<file path="config.mk">
export PLATFORM = sky130hd
export DESIGN_NAME = solq_ctrl
export DESIGN_NICKNAME = d
export VERILOG_FILES = /design/src/hdl/solq_pkg.sv /design/src/hdl/solq_ctrl.sv
export SDC_FILE = /design/constraint.sdc
export NUM_CORES = 1
export LEC_CHECK = 0
export BUFFER_PORTS_ARGS = -buffer_cell sky130_fd_sc_hd__buf_4
export CORE_MARGIN = 2
export CORE_UTILIZATION = 29
export CTS_CLUSTER_SIZE = 25
export DETAILED_ROUTE_END_ITERATION = 10
export GPL_TIMING_DRIVEN = 0
export SYNTH_ARGS = -nofsm -noshare
export SYNTH_HDL_FRONTEND = slang
export SYNTH_SLANG_ARGS = --single-unit
export TNS_END_PERCENT = 10
</file>
<file path="constraint.sdc">
create_clock -name clk -period 1.3 [get_ports clk]
set_input_delay 0 -clock clk [delete_from_list [all_inputs] [get_ports clk]]
set_output_delay 0 -clock clk [all_outputs]
set_load 0.01 [all_outputs]
</file>
<file path="src/hdl/solq_pkg.sv">
// Shared types, codes and sizes of the sorted open-list queue.
package solq_pkg;

  localparam int DEPTH    = 64;
  localparam int KEY_BITS = 16;
  localparam int NODE_W   = 16;
  localparam int COST_W   = 32;
  localparam int HNDL_W   = 16;
  localparam int CNT_W    = $clog2(DEPTH + 1);

  localparam logic [NODE_W-1:0] KEY_MASK = NODE_W'((33'h1 << KEY_BITS) - 33'h1);

  // request codes
  localparam logic [2:0] REQ_ADD    = 3'd0;
  localparam logic [2:0] REQ_REMOVE = 3'd1;
  localparam logic [2:0] REQ_FIND   = 3'd2;
  localparam logic [2:0] REQ_POP    = 3'd3;
  localparam logic [2:0] REQ_CLEAR  = 3'd4;

  // status codes
  localparam logic [1:0] ST_OK    = 2'd0;
  localparam logic [1:0] ST_FULL  = 2'd1;
  localparam logic [1:0] ST_EMPTY = 2'd2;
  localparam logic [1:0] ST_MISS  = 2'd3;

  typedef struct packed {
    logic [2:0]        req_type;
    logic [NODE_W-1:0] node_id;
    logic [COST_W-1:0] cost;
    logic [HNDL_W-1:0] record_handle;
  } req_t;

  typedef struct packed {
    logic [1:0]        status;
    logic              found;
    logic [NODE_W-1:0] out_node_id;
    logic [COST_W-1:0] out_cost;
    logic [HNDL_W-1:0] out_handle;
    logic [CNT_W-1:0]  entry_count;
  } rsp_t;

  typedef struct packed {
    logic [NODE_W-1:0] node;
    logic [COST_W-1:0] cost;
    logic [HNDL_W-1:0] handle;
  } ent_t;

  typedef enum logic [1:0] {
    RES_NONE = 2'd0,
    RES_NEW  = 2'd1,
    RES_HIT  = 2'd2,
    RES_HEAD = 2'd3
  } res_sel_t;

  typedef struct packed {
    logic       latch;
    logic       compare;
    logic       rm_match;
    logic       rm_head;
    logic       insert;
    logic       clear;
    logic       res_load;
    logic       out_load;
    res_sel_t   res_sel;
    logic [1:0] res_status;
    logic       res_found;
  } cmd_t;

  typedef struct packed {
    logic [2:0] req_type;
    logic       hit;
    logic       empty;
    logic       full;
    logic       out_free;
  } sts_t;

endpackage

</file>
<file path="src/hdl/solq_ctrl.sv">
// Controller: sequences compare, decide, insert and result hand-off for each item.
module solq_ctrl import solq_pkg::*; (
  input  logic clk,
  input  logic rst_n,
  input  logic in_valid,
  output logic in_ready,
  input  sts_t sts,
  output cmd_t cmd
);

  typedef enum logic [5:0] {
    S_IDLE  = 6'b000001,
    S_CMP   = 6'b000010,
    S_DEC   = 6'b000100,
    S_RECMP = 6'b001000,
    S_INS   = 6'b010000,
    S_DONE  = 6'b100000
  } state_t;

  state_t state_r, state_nxt;

  always_comb begin
    state_nxt      = state_r;
    cmd            = '0;
    cmd.res_sel    = RES_NONE;
    cmd.res_status = ST_OK;
    unique case (state_r)
      S_IDLE: begin
        if (in_valid) begin
          cmd.latch = 1'b1;
          state_nxt = S_CMP;
        end
      end
      S_CMP: begin
        cmd.compare = 1'b1;
        state_nxt   = S_DEC;
      end
      S_DEC: begin
        cmd.res_load = 1'b1;
        state_nxt    = S_DONE;
        unique case (sts.req_type)
          REQ_ADD: begin
            if (sts.hit) begin
              // drop the old entry, then re-sort the new one in
              cmd.rm_match  = 1'b1;
              cmd.res_found = 1'b1;
              cmd.res_sel   = RES_NEW;
              state_nxt     = S_RECMP;
            end else if (sts.full) begin
              cmd.res_status = ST_FULL;
            end else begin
              cmd.insert  = 1'b1;
              cmd.res_sel = RES_NEW;
            end
          end
          REQ_REMOVE: begin
            if (sts.empty) begin
              cmd.res_status = ST_EMPTY;
            end else if (!sts.hit) begin
              cmd.res_status = ST_MISS;
            end else begin
              cmd.rm_match  = 1'b1;
              cmd.res_found = 1'b1;
              cmd.res_sel   = RES_HIT;
            end
          end
          REQ_FIND: begin
            if (sts.hit) begin
              cmd.res_found = 1'b1;
              cmd.res_sel   = RES_HIT;
            end else begin
              cmd.res_status = ST_MISS;
            end
          end
          REQ_POP: begin
            if (sts.empty) begin
              cmd.res_status = ST_EMPTY;
            end else begin
              cmd.rm_head = 1'b1;
              cmd.res_sel = RES_HEAD;
            end
          end
          REQ_CLEAR: begin
            cmd.clear = 1'b1;
          end
          default: begin
          end
        endcase
      end
      S_RECMP: begin
        cmd.compare = 1'b1;
        state_nxt   = S_INS;
      end
      S_INS: begin
        cmd.insert = 1'b1;
        state_nxt  = S_DONE;
      end
      S_DONE: begin
        // hold until the output register frees up
        if (sts.out_free) begin
          cmd.out_load = 1'b1;
          state_nxt    = S_IDLE;
        end
      end
      default: begin
        state_nxt = S_IDLE;
      end
    endcase
  end

  always_ff @(posedge clk) begin
    if (!rst_n) begin
      state_r <= S_IDLE;
    end else begin
      state_r <= state_nxt;
    end
  end

  assign in_ready = (state_r == S_IDLE);

endmodule

</file>
==> impl_summary.txt <==
----------------------------------------------------
[Outcome]
  Result of the run ... finished, violations left
  Failing checks ... setup timing

[STA]
  Worst slew slack as a fraction of its limit ... 72.3%
  Hold slack ... 2.19 ps
  Upper clock frequency limit ... 0.682 GHz
  Slew at the pin closest to its max-slew limit ... 411 ps
  Final Hold Fails ... 0
  Setup repair after global routing missed its margin ... true
  Clock period minus final worst setup slack ... 1470 ps
  Least setup slack across all paths after layout ... -166 ps
  Number of setup violations in the final report ... 9
  Final count of pins violating max slew ... 0
  Setup skew after layout ... 3.41 ps
  Period utilisation layout ... 113%

[Finish]
  Leading cell types in the layout, fill and taps excluded ... 26 x sky130_fd_sc_hd__buf_4, 10 x sky130_fd_sc_hd__nor2_1, 6 x sky130_fd_sc_hd__nand2_1, 4 x sky130_fd_sc_hd__o21ai_0
  Most common cell after layout, fill and taps aside ... sky130_fd_sc_hd__buf_4
  Biggest register ... state_r
  Share of layout cells above drive strength 1 ... 46.0%
  Final net count ... 112
  Registers with the highest flip-flop counts ... state_r: 6 flops
  Area growth from synthesis to layout ... 58.9%
  Finished Core Util ... 50.8%
  Final Non-Filler Cells ... 116
  Diodes inserted ... 0
  Number of flip-flops in the largest register ... 6

[Hold path]
  Class of the most critical hold timing path ... primary input to register

[Drt]
  First-pass DRT Iterations ... 4
  Drt via density ... 5.25
  Total wire length after detailed routing ... 1.37 mm
  Residual antenna-violating net count after detailed routing ... 0
  First DRT Iteration DRCs ... 7
  Routed via count ... 609
  Routed wire per std cell ... 11.8 um
  DRC Markers ... 0

[Setup path]
  Worst EP required ... 1300 ps
  Max stage delay on crit path ... 360 ps
  Highest net fanout along the worst path ... 6
  Worst endpoint data arrival time ... 1470 ps
  Worst path slowest cell ... sky130_fd_sc_hd__dfxtp_4
  Cell-by-cell listing of the critical path ... inv_2, and4_1, buf_6, nand3b_1, a211oi_2, buf_4
  CP Launch Type ... register
  Capturing element type of the critical path ... output port
  Critical path class ... register to output port

[Die]
  Area of the placeable core ... 1540 um^2
  Width of the die ... 45.2 um
  IO Count ... 24
  Row count ... 14
  Die area ... 2050 um^2
  Initial cell density of the core ... 32.0%
  Die outline height ... 45.2 um

[Power and ir drop]
  Worst-case vdd ir drop ... 0.448 mV
  Power Dens Cells ... 807 nW/um^2
  Leakage power total ... 0.339 nW

[Synth]
  Post-Synth XOR/XNOR Area ... 1.78%
  Fraction of the yosys area taken by sequential cells ... 24.4%
  Synth unique cells ... 32
  Simple-gate share of the synthesized area ... 43.4%
  Yosys synthesis warning count ... 0
  Share of cell area taken by muxes after synthesis ... 0%
  Fraction of the mapped netlist area in compound gates ... 24.1%
  Synth Register Bits ... 6
  Instance count of the mapped netlist ... 70
  Total standard cell area after synthesis ... 493 um^2
  Dominant combinational cell family by area after synthesis ... simple AND/OR/NAND/NOR gates
  Adder-Cell Fraction of Synth Area ... 0%
  Synthesized Nets ... 80
  Synthesized area divided by synthesized cell count ... 7.04 um^2

[Place]
  Final HPWL from detailed placement ... 936 um
  Post-placement cell count ... 107
  Total of buffers placed on input and output ports ... 21
  Setup WS pre-CTS ... -76.2 ps
  GP Congestion ... 0.806

[GRT]
  Number of antenna violations at the first check in global routing ... 0
  Number of global-route vias before repair ... 541
  Final global-route overflow total ... 0
  Global routing usage summed across all routing layers ... 15.7%
  Maximum number of pins on one net before global-route repair ... 10
  Global-route wire length before repair ... 2.24 mm

[Clocking]
  Clock latency on the worst-skew pair ... 250 ps
  CTS tree ... done
  # H-tree levels ... 1
  Clock buffer depth ... 2
  Clock slew seen by the registers of the worst setup and hold paths ... 50 ps
  Root Buffer ... sky130_fd_sc_hd__clkbuf_4
  CTS Sinks ... 6
  CTS Buf Count ... 3

[Flow run]
  Max-capacitance violation count ... 0

----------------------------------------------------
## Yosys cell counts, drive strengths merged
cell type / n / area (um^2)
nor2b: 2 / 12.5
o21ai: 4 / 20.0
a2bb2oi: 1 / 8.76
o211ai: 1 / 7.51
nand4b: 1 / 8.76
nand2: 6 / 22.5
xnor2: 1 / 8.76
a21boi: 1 / 7.51
nor3b: 2 / 15.0
inv: 4 / 15.0
and2: 1 / 6.26
a21oi: 4 / 20.0
buf: 2 / 12.5
or3: 1 / 6.26
o41ai: 2 / 25.0
and4: 1 / 8.76
nor3: 4 / 20.0
nand3b: 2 / 15.0
nor2: 12 / 50.1
a31oi: 1 / 6.26
nand2b: 3 / 26.3
and3: 2 / 12.5
clkbuf: 1 / 3.75
nand3: 2 / 10.0
a31o: 1 / 8.76
o21a: 1 / 7.51
dfxtp: 6 / 120
a211oi: 1 / 7.51
## critical path, delay by kind of cell (launching register included)
kind                   cells  cell delay, ps
AOI/OAI and AO/OA          1             180
buffers and inverters      3             340
DFF                        1             360
and+or+nand+nor            2             330
## cell families after synthesis
logic type             after synthesis
buffers and inverters                7
flip-flops                           6
AO/OA/AOI/OAI                       17
XOR/XNOR                             1
AND/OR/NAND/NOR                     39
## where the power goes
part	total, mW	leakage [nW]	internal (mW)	switching (mW)
Clock	0.183	0.0138	0.105	0.0782
Sequential	0.221	0.0507	0.202	0.0183
Combinational	0.228	0.275	0.115	0.114
## final cells by class
class                   instances  area [um^2]
clock buffers                   3         22.5
multi-input cells              57          369
inverters                       4         15.0
fillers                       173          758
flip-flops and latches          6          130
well taps                      16         20.0
plain buffers                   3         20.0
repair buffers                 27          206
## per-stage QoR
step	total power, mW	TNS [ps]	instance area [um^2]
CTS	0.622	-718	774
floorplan	0.338	0	493
global route	0.670	-1520	783
global placement	0.409	-111	671
finish	0.632	-698	783
detailed placement	0.410	-147	671
## final timing paths
kind,end,start,depth (start not counted),slack [ps]
worst max-delay path,cmd[10],state_r[0],6,-170
worst min-delay path,state_r[1],in_valid,2,2
worst max register to register,state_r[0],state_r[0],4,50
worst min register to register,state_r[4],state_r[3],2,570
## layer usage
| layer | wire [um] | GRT usage, % |
|---|---|---|
| met1 | 551 | 17.4 |
| met4 | 38 | 10.6 |
| met5 | 0 | 0 |
| met3 | 101 | 2.80 |
| met2 | 683 | 26.9 |
## timing repair
item | CTS | global route
buffers inserted | 6 | 0
hold buffers | 0 | 0
hold endpoints to repair | 0 | 0
pin swaps | 7 | 1
endpoints found under the setup margin | 11 | 16
gates resized for setup | 13 | 2
No activity file was read; power rests on OpenSTA's default activity.
